[src/rtl/core/phc_pkg.sv]
// ----------------------------------------------------------------------------
// phc_pkg
// Shared types and constants of the pan stepper homing controller.
// ----------------------------------------------------------------------------
`default_nettype none

package phc_pkg;

  localparam int unsigned POSITION_BITS_DEF = 16;
  localparam int unsigned CFG_BITS          = 12;
  localparam int unsigned SEARCH_BITS       = CFG_BITS + 1;
  localparam int unsigned OUT_POS_BITS      = 16;
  localparam int unsigned CFG_INDEX_BITS    = 1;

  localparam logic [CFG_BITS-1:0] QUARTER_TURN_RST = 12'd512;
  localparam logic [CFG_BITS-1:0] HOME_OFFSET_RST  = 12'd100;

  localparam logic [7:0] CHR_LF       = 8'h0A;
  localparam logic [7:0] CHR_CR       = 8'h0D;
  localparam logic [7:0] CHR_SPACE    = 8'h20;
  localparam logic [7:0] CHR_QUERY    = 8'h3F;
  localparam logic [7:0] CHR_A        = 8'h41;
  localparam logic [7:0] CHR_D        = 8'h44;
  localparam logic [7:0] CHR_H        = 8'h48;
  localparam logic [7:0] CHR_L        = 8'h4C;
  localparam logic [7:0] CHR_P        = 8'h50;
  localparam logic [7:0] CHR_R        = 8'h52;
  localparam logic [7:0] CHR_S        = 8'h53;
  localparam logic [7:0] CHR_W        = 8'h57;
  localparam logic [7:0] CHR_LOWER_A  = 8'h61;
  localparam logic [7:0] CHR_LOWER_Z  = 8'h7A;
  localparam logic [7:0] CHR_CASE_GAP = 8'h20;

  localparam logic [7:0] PINS_FWD   = 8'h5A;
  localparam logic [7:0] PINS_BACK  = 8'hA5;
  localparam logic [7:0] PINS_LEFT  = 8'h69;
  localparam logic [7:0] PINS_RIGHT = 8'h96;
  localparam logic [7:0] PINS_OFF   = 8'h00;

  typedef enum logic [CFG_INDEX_BITS-1:0] {
    CFG_QUARTER_TURN = 1'b0,
    CFG_HOME_OFFSET  = 1'b1
  } cfg_reg_t;

  typedef enum logic [3:0] {
    CMD_EOL,
    CMD_FWD,
    CMD_BACK,
    CMD_LEFT,
    CMD_RIGHT,
    CMD_STOP,
    CMD_PAN_L,
    CMD_PAN_R,
    CMD_HOME,
    CMD_AUTO,
    CMD_QUERY,
    CMD_UNKNOWN
  } cmd_t;

  typedef enum logic [2:0] {
    STS_NONE      = 3'd0,
    STS_HOMED_NEG = 3'd1,
    STS_HOMED_POS = 3'd2,
    STS_NOT_FOUND = 3'd3,
    STS_UNKNOWN   = 3'd4,
    STS_DROPPED   = 3'd5
  } status_t;

  typedef struct packed {
    logic [CFG_BITS-1:0] quarter_turn;
    logic [CFG_BITS-1:0] home_offset;
  } cfg_t;

  typedef struct packed {
    logic                          step_pulse;
    logic                          step_positive;
    logic [7:0]                    motor_pins;
    logic signed [OUT_POS_BITS-1:0] position;
    logic                          auto_pan_on;
    logic                          busy;
    status_t                       status;
  } result_t;

endpackage

`default_nettype wire

[src/rtl/core/phc_decode.sv]
// ----------------------------------------------------------------------------
// phc_decode
// Case-folding command byte decoder.
// ----------------------------------------------------------------------------
`default_nettype none

module phc_decode (
  input  wire logic [7:0]  cmd,
  output phc_pkg::cmd_t    kind
);

  logic [7:0] upper;

  assign upper = (cmd >= phc_pkg::CHR_LOWER_A && cmd <= phc_pkg::CHR_LOWER_Z) ?
                 cmd - phc_pkg::CHR_CASE_GAP : cmd;

  always_comb begin
    unique case (upper)
      phc_pkg::CHR_LF,
      phc_pkg::CHR_CR:    kind = phc_pkg::CMD_EOL;
      phc_pkg::CHR_W:     kind = phc_pkg::CMD_FWD;
      phc_pkg::CHR_S:     kind = phc_pkg::CMD_BACK;
      phc_pkg::CHR_A:     kind = phc_pkg::CMD_LEFT;
      phc_pkg::CHR_D:     kind = phc_pkg::CMD_RIGHT;
      phc_pkg::CHR_SPACE: kind = phc_pkg::CMD_STOP;
      phc_pkg::CHR_L:     kind = phc_pkg::CMD_PAN_L;
      phc_pkg::CHR_R:     kind = phc_pkg::CMD_PAN_R;
      phc_pkg::CHR_H:     kind = phc_pkg::CMD_HOME;
      phc_pkg::CHR_P:     kind = phc_pkg::CMD_AUTO;
      phc_pkg::CHR_QUERY: kind = phc_pkg::CMD_QUERY;
      default:            kind = phc_pkg::CMD_UNKNOWN;
    endcase
  end

endmodule

`default_nettype wire

[src/rtl/core/phc_core.sv]
// ----------------------------------------------------------------------------
// phc_core
// Motion state and single-tick update: homing search, offset move, manual
// move, command handling and auto-pan bounce.
// ----------------------------------------------------------------------------
`default_nettype none

module phc_core #(
  parameter int unsigned POSITION_BITS = phc_pkg::POSITION_BITS_DEF
) (
  input  wire logic           clk,
  input  wire logic           rst_n,
  input  wire logic           adv,
  input  wire logic           byte_valid,
  input  wire logic [7:0]     cmd,
  input  wire logic           switch_closed,
  input  wire phc_pkg::cfg_t  cfg,
  output phc_pkg::result_t    res
);

  localparam int unsigned PW = POSITION_BITS;
  localparam int unsigned SB = phc_pkg::SEARCH_BITS;
  localparam int unsigned CB = phc_pkg::CFG_BITS;
  localparam int unsigned EW = ((PW > SB) ? PW : SB) + 1;

  typedef enum logic [2:0] {
    MODE_IDLE,
    MODE_NEG,
    MODE_POS,
    MODE_OFFSET,
    MODE_MOVE
  } mode_t;

  mode_t          mode_r,     mode_nxt;
  logic [SB-1:0]  search_r,   search_nxt;
  logic [CB-1:0]  steps_r,    steps_nxt;
  logic           move_pos_r, move_pos_nxt;
  logic [PW-1:0]  pos_r,      pos_nxt;
  logic           sweep_r,    sweep_nxt;
  logic           auto_r,     auto_nxt;
  logic [7:0]     pins_r,     pins_nxt;

  phc_pkg::cmd_t    kind;
  phc_pkg::status_t status;
  logic             pulse;
  logic             dir;
  logic             byte_left;
  logic             pan_ok;
  logic [PW-1:0]    pan_step;
  logic signed [EW-1:0] q_ext;
  logic signed [EW-1:0] neg_q_ext;
  logic signed [EW-1:0] p_ext;
  logic signed [PW-1:0] pos_s;

  phc_decode u_decode (
    .cmd  (cmd),
    .kind (kind)
  );

  assign q_ext     = $signed({{(EW-CB){1'b0}}, cfg.quarter_turn});
  assign neg_q_ext = -q_ext;

  always_comb begin
    mode_nxt     = mode_r;
    search_nxt   = search_r;
    steps_nxt    = steps_r;
    move_pos_nxt = move_pos_r;
    pos_nxt      = pos_r;
    sweep_nxt    = sweep_r;
    auto_nxt     = auto_r;
    pins_nxt     = pins_r;
    status       = phc_pkg::STS_NONE;
    pulse        = 1'b0;
    dir          = 1'b0;
    byte_left    = byte_valid;
    pan_ok       = 1'b1;
    pan_step     = '0;
    p_ext        = '0;

    if (mode_nxt == MODE_NEG) begin
      if (search_nxt >= {1'b0, cfg.quarter_turn}) begin
        mode_nxt   = MODE_POS;
        search_nxt = '0;
      end else if (switch_closed) begin
        pos_nxt  = '0;
        mode_nxt = MODE_IDLE;
        status   = phc_pkg::STS_HOMED_NEG;
      end else begin
        pulse      = 1'b1;
        dir        = 1'b0;
        search_nxt = search_nxt + SB'(1);
      end
    end

    if (mode_nxt == MODE_POS) begin
      if (search_nxt >= {cfg.quarter_turn, 1'b0}) begin
        mode_nxt = MODE_IDLE;
        status   = phc_pkg::STS_NOT_FOUND;
      end else if (switch_closed) begin
        if (cfg.home_offset == '0) begin
          pos_nxt  = '0;
          mode_nxt = MODE_IDLE;
          status   = phc_pkg::STS_HOMED_POS;
        end else begin
          mode_nxt  = MODE_OFFSET;
          steps_nxt = cfg.home_offset;
        end
      end else begin
        pulse      = 1'b1;
        dir        = 1'b1;
        search_nxt = search_nxt + SB'(1);
      end
    end else if (mode_nxt == MODE_OFFSET) begin
      if (steps_nxt != '0) begin
        pulse     = 1'b1;
        dir       = 1'b1;
        steps_nxt = steps_nxt - CB'(1);
      end
      if (steps_nxt == '0) begin
        pos_nxt  = '0;
        mode_nxt = MODE_IDLE;
        status   = phc_pkg::STS_HOMED_POS;
      end
    end else if (mode_nxt == MODE_MOVE) begin
      if (steps_nxt != '0) begin
        pulse     = 1'b1;
        dir       = move_pos_r;
        pos_nxt   = pos_nxt + (move_pos_r ? PW'(1) : {PW{1'b1}});
        steps_nxt = steps_nxt - CB'(1);
      end
      if (steps_nxt == '0) begin
        mode_nxt = MODE_IDLE;
      end
    end else if (mode_nxt == MODE_IDLE) begin
      if (byte_left) begin
        case (kind)
          phc_pkg::CMD_EOL:   pan_ok   = 1'b0;
          phc_pkg::CMD_FWD:   pins_nxt = phc_pkg::PINS_FWD;
          phc_pkg::CMD_BACK:  pins_nxt = phc_pkg::PINS_BACK;
          phc_pkg::CMD_LEFT:  pins_nxt = phc_pkg::PINS_LEFT;
          phc_pkg::CMD_RIGHT: pins_nxt = phc_pkg::PINS_RIGHT;
          phc_pkg::CMD_STOP:  pins_nxt = phc_pkg::PINS_OFF;
          phc_pkg::CMD_PAN_L,
          phc_pkg::CMD_PAN_R: begin
            auto_nxt     = 1'b0;
            mode_nxt     = MODE_MOVE;
            move_pos_nxt = (kind == phc_pkg::CMD_PAN_R);
            steps_nxt    = cfg.quarter_turn;
          end
          phc_pkg::CMD_HOME: begin
            auto_nxt   = 1'b0;
            mode_nxt   = MODE_NEG;
            search_nxt = '0;
          end
          phc_pkg::CMD_AUTO: begin
            auto_nxt = ~auto_nxt;
            if (auto_nxt) begin
              sweep_nxt = 1'b0;
            end
            mode_nxt   = MODE_NEG;
            search_nxt = '0;
          end
          phc_pkg::CMD_QUERY: pan_ok = 1'b1;
          default:            status = phc_pkg::STS_UNKNOWN;
        endcase
        byte_left = 1'b0;
      end
      if (pan_ok && auto_nxt && mode_nxt == MODE_IDLE) begin
        pulse    = 1'b1;
        dir      = sweep_nxt;
        pan_step = pos_nxt + (sweep_nxt ? PW'(1) : {PW{1'b1}});
        pos_nxt  = pan_step;
        p_ext    = EW'($signed(pos_nxt));
        if (p_ext <= neg_q_ext) begin
          pos_nxt   = neg_q_ext[PW-1:0];
          sweep_nxt = 1'b1;
        end
        p_ext = EW'($signed(pos_nxt));
        if (p_ext >= q_ext) begin
          pos_nxt   = q_ext[PW-1:0];
          sweep_nxt = 1'b0;
        end
      end
    end

    if (byte_left && status == phc_pkg::STS_NONE) begin
      status = phc_pkg::STS_DROPPED;
    end
  end

  assign pos_s = $signed(pos_nxt);

  always_comb begin
    res.step_pulse    = pulse;
    res.step_positive = pulse & dir;
    res.motor_pins    = pins_nxt;
    res.position      = phc_pkg::OUT_POS_BITS'(pos_s);
    res.auto_pan_on   = auto_nxt;
    res.busy          = (mode_nxt != MODE_IDLE);
    res.status        = status;
  end

  always_ff @(posedge clk) begin
    if (!rst_n) begin
      mode_r     <= MODE_NEG;
      search_r   <= '0;
      steps_r    <= '0;
      move_pos_r <= 1'b0;
      pos_r      <= '0;
      sweep_r    <= 1'b0;
      auto_r     <= 1'b0;
      pins_r     <= '0;
    end else if (adv) begin
      mode_r     <= mode_nxt;
      search_r   <= search_nxt;
      steps_r    <= steps_nxt;
      move_pos_r <= move_pos_nxt;
      pos_r      <= pos_nxt;
      sweep_r    <= sweep_nxt;
      auto_r     <= auto_nxt;
      pins_r     <= pins_nxt;
    end
  end

endmodule

`default_nettype wire

[src/rtl/core/pan_stepper_homing_controller.sv]
// ----------------------------------------------------------------------------
// pan_stepper_homing_controller
// Pan stepper controller with homing switch search, auto-pan and H-bridge
// command decoding; one tick in, one result out.
// ----------------------------------------------------------------------------
// Each accepted transaction is one step tick and yields exactly one result.
// A tick is taken every clock cycle while in_stall is low; the tick sits in
// an input register, its whole update is done in one combinational pass, and
// the result lands in an output register, where it is valid and can be
// taken at the following edge. While a result waits under out_stall the
// input register still takes one more tick; further ticks are stalled until
// the result is taken.
// Configuration writes are always ready and must only happen while idle.
// Reset leaves the block homing on the negative side.
`default_nettype none

module pan_stepper_homing_controller #(
  parameter int unsigned POSITION_BITS = phc_pkg::POSITION_BITS_DEF
) (
  input  wire logic                                clk,
  input  wire logic                                rst_n,

  input  wire logic                                in_valid,
  output logic                                     in_stall,
  input  wire logic                                in_byte_valid,
  input  wire logic [7:0]                          in_cmd,
  input  wire logic                                in_switch_closed,

  output logic                                     out_valid,
  input  wire logic                                out_stall,
  output logic                                     out_step_pulse,
  output logic                                     out_step_positive,
  output logic [7:0]                               out_motor_pins,
  output logic signed [phc_pkg::OUT_POS_BITS-1:0]  out_position,
  output logic                                     out_auto_pan_on,
  output logic                                     out_busy_res,
  output logic [2:0]                               out_status,

  input  wire logic                                cfg_valid,
  output logic                                     cfg_ready,
  input  wire logic [phc_pkg::CFG_INDEX_BITS-1:0]  cfg_index,
  input  wire logic [phc_pkg::CFG_BITS-1:0]        cfg_data
);

  logic              in_valid_r;
  logic              byte_valid_r;
  logic [7:0]        cmd_r;
  logic              switch_r;
  logic              out_valid_r;
  phc_pkg::result_t  res;
  phc_pkg::result_t  res_r;
  phc_pkg::cfg_t     cfg_r;
  logic              adv;
  logic              in_take;

  assign adv       = in_valid_r & (~out_valid_r | ~out_stall);
  assign in_stall  = in_valid_r & ~adv;
  assign in_take   = in_valid & ~in_stall;
  assign cfg_ready = 1'b1;

  always_ff @(posedge clk) begin
    if (!rst_n) begin
      in_valid_r         <= 1'b0;
      out_valid_r        <= 1'b0;
      cfg_r.quarter_turn <= phc_pkg::QUARTER_TURN_RST;
      cfg_r.home_offset  <= phc_pkg::HOME_OFFSET_RST;
    end else begin
      if (in_take) begin
        in_valid_r <= 1'b1;
      end else if (adv) begin
        in_valid_r <= 1'b0;
      end
      if (adv) begin
        out_valid_r <= 1'b1;
      end else if (!out_stall) begin
        out_valid_r <= 1'b0;
      end
      if (cfg_valid && cfg_ready) begin
        unique case (phc_pkg::cfg_reg_t'(cfg_index))
          phc_pkg::CFG_QUARTER_TURN: cfg_r.quarter_turn <= cfg_data;
          phc_pkg::CFG_HOME_OFFSET:  cfg_r.home_offset  <= cfg_data;
          default: ;
        endcase
      end
    end
  end

  always_ff @(posedge clk) begin
    if (in_take) begin
      byte_valid_r <= in_byte_valid;
      cmd_r        <= in_cmd;
      switch_r     <= in_switch_closed;
    end
    if (adv) begin
      res_r <= res;
    end
  end

  phc_core #(
    .POSITION_BITS (POSITION_BITS)
  ) u_core (
    .clk           (clk),
    .rst_n         (rst_n),
    .adv           (adv),
    .byte_valid    (byte_valid_r),
    .cmd           (cmd_r),
    .switch_closed (switch_r),
    .cfg           (cfg_r),
    .res           (res)
  );

  assign out_valid         = out_valid_r;
  assign out_step_pulse    = res_r.step_pulse;
  assign out_step_positive = res_r.step_positive;
  assign out_motor_pins    = res_r.motor_pins;
  assign out_position      = res_r.position;
  assign out_auto_pan_on   = res_r.auto_pan_on;
  assign out_busy_res      = res_r.busy;
  assign out_status        = res_r.status;

  a_dir_needs_pulse: assert property (@(posedge clk) disable iff (!rst_n)
    out_valid |-> (out_step_pulse || !out_step_positive))
    else $error("step direction set without a step");

  a_stall_from_output: assert property (@(posedge clk) disable iff (!rst_n)
    in_stall |-> (out_valid && out_stall))
    else $error("input stalled while result side is free");

  a_tick_reaches_output: assert property (@(posedge clk) disable iff (!rst_n)
    (in_valid_r && !out_valid_r) |=> out_valid)
    else $error("held tick did not produce a result");

endmodule

`default_nettype wire
[config.mk]
export PLATFORM = sky130hd
export DESIGN_NAME = pan_stepper_homing_controller
export DESIGN_NICKNAME = d
export VERILOG_FILES = /design/src/rtl/core/phc_pkg.sv /design/src/rtl/core/phc_decode.sv /design/src/rtl/core/phc_core.sv /design/src/rtl/core/pan_stepper_homing_controller.sv
export SDC_FILE = /design/constraint.sdc
export NUM_CORES = 1
export LEC_CHECK = 0
export ABC_AREA = 1
export ABC_CLOCK_PERIOD_IN_PS = 6400
export BUFFER_PORTS_ARGS = -buffer_cell sky130_fd_sc_hd__buf_2
export CAP_MARGIN = 20
export CORE_MARGIN = 3
export CORE_UTILIZATION = 58
export CTS_BUF_LIST = sky130_fd_sc_hd__clkbuf_4
export DETAILED_ROUTE_END_ITERATION = 7
export PLACE_DENSITY_LB_ADDON = 0.1
export SLEW_MARGIN = 25
export SYNTH_ARGS = -nofsm -noshare
export SYNTH_HDL_FRONTEND = slang
export SYNTH_SLANG_ARGS = --single-unit
[constraint.sdc]
create_clock -name clk -period 6.4 [get_ports clk]
set_input_delay 0.96 -clock clk [delete_from_list [all_inputs] [get_ports clk]]
set_output_delay 0.96 -clock clk [all_outputs]
set_load 0.01 [all_outputs]
# Word level (Yosys, flattened, before mapping)
# Cells that the tools add are included.
# classes
eq_ne	30
n_reduce_logical	27
n_mux	140
n_addsub	7
n_lt_le_gt_ge	6
bitwise_logic	14
# op_table
cell	count
2-to-1 mux 16 bit	22
2-to-1 mux 12 bit	15
2-to-1 mux 13 bit	11
2-to-1 mux 3 bit	28
== test 8 x 7 -> 1 bit, second input constant	8
2-to-1 mux 1 bit	53
2-to-1 mux 8 bit	6
one-hot mux 4 bit (11 select lines)	1
one-hot mux 8 bit (5 select lines)	1
zero test 12 bit	3
adder 16 bit	2
adder 13 x 1 -> 13 bit, second input constant	2
<= comparator 16 x 17 -> 1 bit	1
negator 12 -> 17 bit	1
== test 4 x 3 -> 1 bit, second input constant	4
== test 8 x 4 -> 1 bit, second input constant	2
== test 8 x 6 -> 1 bit, second input constant	2
>= comparator 16 x 13 -> 1 bit	1
AND reduction 7 bit	2
>= comparator 13 x 12 -> 1 bit	1
>= comparator 13 bit	1
== test 4 bit, second input constant	3
nonzero test 12 bit	1
nonzero test 4 bit	3
27 further kinds	50
# word_totals
elab_cells	246
input_bits	28
register_bits	122
out_inout_bits	34

# Depth between registers and ports, before layout
# depth
depth_word	29
depth_mapped	60
ltp_nobuf	57

# Cells and area by module
# From an unflattened synthesis, not the netlist that was laid out.
# unflattened
cells_unflattened	1622
area_unflattened_um2	10671.5
# by_module_without_submodules
module	cells_per_inst	seq_area_each_um2	instances	area_per_inst_um2
phc_core	1343	1101.1	1	7957.6
pan_stepper_homing_controller	186	1751.7	1	2257.2
phc_decode	93	0.0	1	456.7

# Worst setup path before layout
# No wires, ideal clock.
# synth_path
path_type	register to register
start	register cfg_r[23] (netlist bit)
end	register res_r (netlist bit out_position[9]), data pin
setup_time_ns	0.253
slack_ns	-0.171
arrival_ns	6.317
required_ns	6.147
path_buffers	5
path_stages_with_launch	54
period_less_slack_ns	6.571
cell_sequence	dfxtp_1 clkbuf_1 inv_1 ha_1 nand2_2 nor3_1 o21ai_0 nand4_2 buf_4 nand2_1 inv_1 nand2_1 nand2_1 inv_1 ha_1 inv_1 nand2_1 nand3_1 (+18 left out) nor2_1 a211oi_1 o211ai_1 a21oi_1 nor2_1 a211oi_1 nand2_1 nor2_2 nand2_4 nand2_4 buf_8 nand2_2 nand3_2 nand2_1 nand2_1 nand2_1 nand2_1 nand2_1
# synth_lines
element	line_no	text
from (decl)	pan_stepper_homing_controller.sv:52	phc_pkg::cfg_t cfg_r;
to (signal assigned)	pan_stepper_homing_controller.sv:95	res_r <= res;
to (decl)	pan_stepper_homing_controller.sv:51	phc_pkg::result_t res_r;

# Worst setup path in the final report
# layout_path
start	register cmd_r[3]
end	register u_core.pos_r[2]
# layout_between
elab_chain_cells	29
elab_cells_between_ends	70
cone_classes	2 x add/sub; 4 x order compare; 16 x eq/ne; 39 x mux; 9 x reduce/logical
# layout_rtl
element	line_no	text
from (decl)	pan_stepper_homing_controller.sv:47	logic [7:0] cmd_r;
from (signal assigned)	pan_stepper_homing_controller.sv:91	cmd_r <= in_cmd;
>= comparator 8 x 7 -> 1 bit or <= comparator 8 x 7 -> 1 bit (tied branches)	phc_decode.sv:14	assign upper = (cmd >= phc_pkg::CHR_LOWER_A && cmd <= phc_pkg::CHR_LOWER_Z) ?
logical AND 1 bit	phc_decode.sv:14	
2-to-1 mux 8 bit (*)	phc_decode.sv:14	
== test 8 x 4 -> 1 bit	phc_decode.sv:18	unique case (upper)
OR reduction 2 bit	phc_decode.sv:18	
one-hot mux 4 bit (11 select lines) (*)	phc_decode.sv:18	
== test 4 bit	phc_core.sv:136	case (kind)
2-to-1 mux 1 bit	phc_core.sv:136	
(+13 left out)	-	
2-to-1 mux 16 bit	phc_core.sv:95	if (mode_nxt == MODE_POS) begin
>= comparator 16 x 13 -> 1 bit	phc_core.sv:179	if (p_ext >= q_ext) begin
2-to-1 mux 16 bit	phc_core.sv:179	
2-to-1 mux 16 bit (*)	phc_core.sv:168	if (pan_ok && auto_nxt && mode_nxt == MODE_IDLE) begin
2-to-1 mux 16 bit (*)	phc_core.sv:134	end else if (mode_nxt == MODE_IDLE) begin
2-to-1 mux 16 bit (*)	phc_core.sv:124	end else if (mode_nxt == MODE_MOVE) begin
2-to-1 mux 16 bit (*)	phc_core.sv:113	end else if (mode_nxt == MODE_OFFSET) begin
2-to-1 mux 16 bit (*)	phc_core.sv:95	
to (signal assigned)	phc_core.sv:218	pos_r <= pos_nxt;
to (decl)	phc_core.sv:38	logic [PW-1:0] pos_r, pos_nxt;
# Mark *: on every way between the ends. The rest lies on a longest branch, timed or not. The select of a mux whose other input is x is not followed.
# A chain may end at the register's enable or synchronous reset.

==> impl_metrics.ini <==
[outcome]
status = finished, violations left
violations = negative setup slack

[critical_path]
end_kind = register
required_ps = 6940
critical_path_buf_inv_count = 7
crit_type = reg -> reg
start_kind = register
rr_endpoint = u_core.pos_r[2]
critPathMaxFanout = 6
cp.arrival_ps = 7400
slowest_stage = edfxtp_1
r2r-start = cmd_r[3]
r2r_cells = 52
slowest_delay_ps = 490
r2r_slack_ps = -460
critPathTopFamily = simple AND/OR/NAND/NOR gates

[sta]
tightest_slew_ps = 1120
slew_headroom_pct = 25.1
min_period_over_period_pct = 107
finalSetupViolations = 29
setup_slack_ps = -457
post-route-min-period_ps = 6860
finalSetupTns_ps = -9880
hold_violations = 0
finClkSkew_ps = 28.3
rsz0062_at_grt = yes
fmax_ghz = 0.146
slew_violations = 0

[grt]
antenna_found_initial = 1
grt_max_degree = 41
grt_remaining_overflow = 0
grt_pass1_wl_mm = 55.7
grt_pass1_vias = 11000
grt_use_total_pct = 35.6

[route]
ant_nets = 0
viasPerCell = 6.18
drt_iter0_drc = 1590
vias = 12300
wl_per_cell_um = 19.4
wl_mm = 38.8
dr.pass1.iters = 7
drcViolationCount = 0

[final_layout]
syn_to_final_growth_pct = 29.6
drive_gt1_share_pct = 27.0
layout_common_cells = nand2_1, inv_1, buf_4
final_util_pct = 78.4
final_common_cell = nand2_1
nets = 1866

[power_and_ir_drop]
p_leak_nw = 6.44
p_sw_share_pct = 44.1
clock_power_share_pct = 18.3
peakVddDrop_uv = 162
seqPwrFrac_pct = 26.1
power.internal_w = 0.00189
combPwrFrac_pct = 55.5
power.net_switching_w = 0.00150
power_density_nw_per_um2 = 255
fin_total_pwr_w = 0.00339

[min_path]
min_to = u_core.pins_r[4]
worstHoldStart = u_core.pins_r[4]
hp-class = reg -> reg
worstHoldPathCells = 2

[floorplan]
start_util_pct = 60.5
die_w_um = 139
die_y_um = 139
core-area_sq_um = 16900
placementRows = 47
ios = 62
die-area_sq_um = 19300

[yosys]
yosys.area.top_type_share_pct = 15.8
syn_avg_cell_area_sq_um = 6.57
syn_nets = 1661
synth_edf_count = 41
synth_top_cell_by_area = dfxtp_1
yosys_warnings = 0
async_flop_share_pct = 0
synth_cell_types = 55
synth_area_sq_um = 10200
syn_inst = 1558
synth_ff_type = dfxtp_1
synth_seq_cells = 122
seq_area_frac_synth_pct = 27.9
synth_area_leaders = dfxtp_1, nand2_1, edfxtp_1, ha_1, inv_1

[clock_network]
clk_path_buf_depth = 2
cts_tree = built
clk_pin_slew_ps = 120
cts_max_level = 4
cts_sinks = 122
cts_buffers = 17
clk_latency_ps = 610
cts_root_buf = clkbuf_4

[placed_design]
dp_hpwl_mm = 26.2
pre_cts_ws_ps = -406
port_buffers = 60
gp_congestion = 1.09

[run]
cap_violations = 0
==> worst max-delay path by stage <==
stage | from | to | slack (ps) | cells past startpoint
floorplan | cfg_r[23] | out_position[9] | 4 | 53
global placement | cfg_r[14] | u_core.pos_r[5] | -70 | 46
detailed placement | cfg_r[14] | u_core.pos_r[5] | -410 | 46
CTS | cmd_r[3] | u_core.pos_r[5] | -0.8 | 48
global route | cfg_r[16] | u_core.pos_r[2] | -730 | 52
finish | cmd_r[3] | u_core.pos_r[2] | -460 | 52
==> flip-flops by register name, indices dropped and copies added, names as in the netlist <==
| signal | flops |
|---|---|
| out_motor_pins | 8 |
| switch_r | 1 |
| out_busy_res | 1 |
| u_core.steps_r | 12 |
| cmd_r | 8 |
| u_core.move_pos_r | 1 |
| u_core.sweep_r | 1 |
| in_valid_r | 1 |
| u_core.mode_r | 3 |
| out_step_positive | 1 |
| byte_valid_r | 1 |
| u_core.pins_r | 8 |
| out_position | 16 |
| out_auto_pan_on | 1 |
| u_core.search_r | 13 |
| u_core.pos_r | 16 |
| out_step_pulse | 1 |
| out_valid | 1 |
| cfg_r | 24 |
| out_status | 3 |
| u_core.auto_r | 1 |
==> kinds of logic (layout without fill, tap and decap cells) <==
| family | Yosys count | after routing | synth area share (%) |
|---|---|---|---|
| XOR/XNOR | 36 | 36 | 3.08 |
| other | 1 | 4 | 0.0366 |
| adder cells (fa/ha/maj) | 75 | 75 | 9.24 |
| AND/OR/NAND/NOR | 724 | 724 | 30.9 |
| AO/OA/AOI/OAI | 343 | 343 | 18.8 |
| flip-flops | 122 | 122 | 27.9 |
| buffers and inverters | 257 | 475 | 10.1 |
==> final cells by class <==
cell class,count,area [sq um]
clock buffer,18,135
multi-input combinational,1179,7290
fill,1231,3660
tap,220,275
inverter,208,788
antenna,3,7.51
sequential,122,2870
clock inverter,14,171
timing repair buffer,235,1740
==> metrics by stage <==
step | hold WS (ps) | cells | cell area (sq um)
floorplan | 443 | 1558 | 10200
global placement | 452 | 1926 | 11700
detailed placement | 458 | 1926 | 11700
CTS | 476 | 1974 | 12300
global route | 496 | 1998 | 13300
finish | 474 | 1999 | 13300
==> power groups by stage <==
stage / sequential, W / combinational (W) / clock (W)
floorplan: 0.000901 / 0.000896 / 0
detailed placement: 0.000900 / 0.00138 / 0
finish: 0.000886 / 0.00188 / 0.000622
global route: 0.000890 / 0.00200 / 0.000654
global placement: 0.000899 / 0.00134 / 0
CTS: 0.000883 / 0.00145 / 0.000624
==> synthesized netlist by cell type (9+ instances only) <==
cell type,n
nor4_1,15
clkbuf_1,32
nor2_2,11
nand2_1,356
xor2_1,26
xnor2_1,10
nand2_2,20
edfxtp_1,41
o211ai_1,15
nand3_2,9
ha_1,74
a21oi_1,128
a41oi_1,10
o21ai_0,133
nand4_1,25
nor2_1,162
nand3_1,86
nor3_1,23
a31oi_1,10
inv_1,203
dfxtp_1,81
==> metal layers <==
metal | routed length [um] | vias up | track usage [%] | part of all wire (%)
met5 | 0 | - | 0 | 0
met1 | 14000 | 5584 | 42.7 | 36
met2 | 17600 | 841 | 59.5 | 45
met4 | 3280 | 0 | 20.8 | 8.5
met3 | 3860 | 265 | 6.97 | 10
li1 | - | 5658 | - | -
==> what timing repair did <==
action	in CTS	in global routing
gates cloned	2	2
setup endpoints to repair	29	29
resized for setup	56	177
pin swaps	22	63
hold buffers	0	0
setup buffers	14	21
==> worst min-delay path: cells and delay by family (launching register included) <==
| kind | cells | cell delay (ps) |
|---|---|---|
| DFF | 1 | 330 |
| and+or+nand+nor | 1 | 60 |
| AOI/OAI and AO/OA | 1 | 60 |
Note: power is estimated with default switching activity, not from simulation.
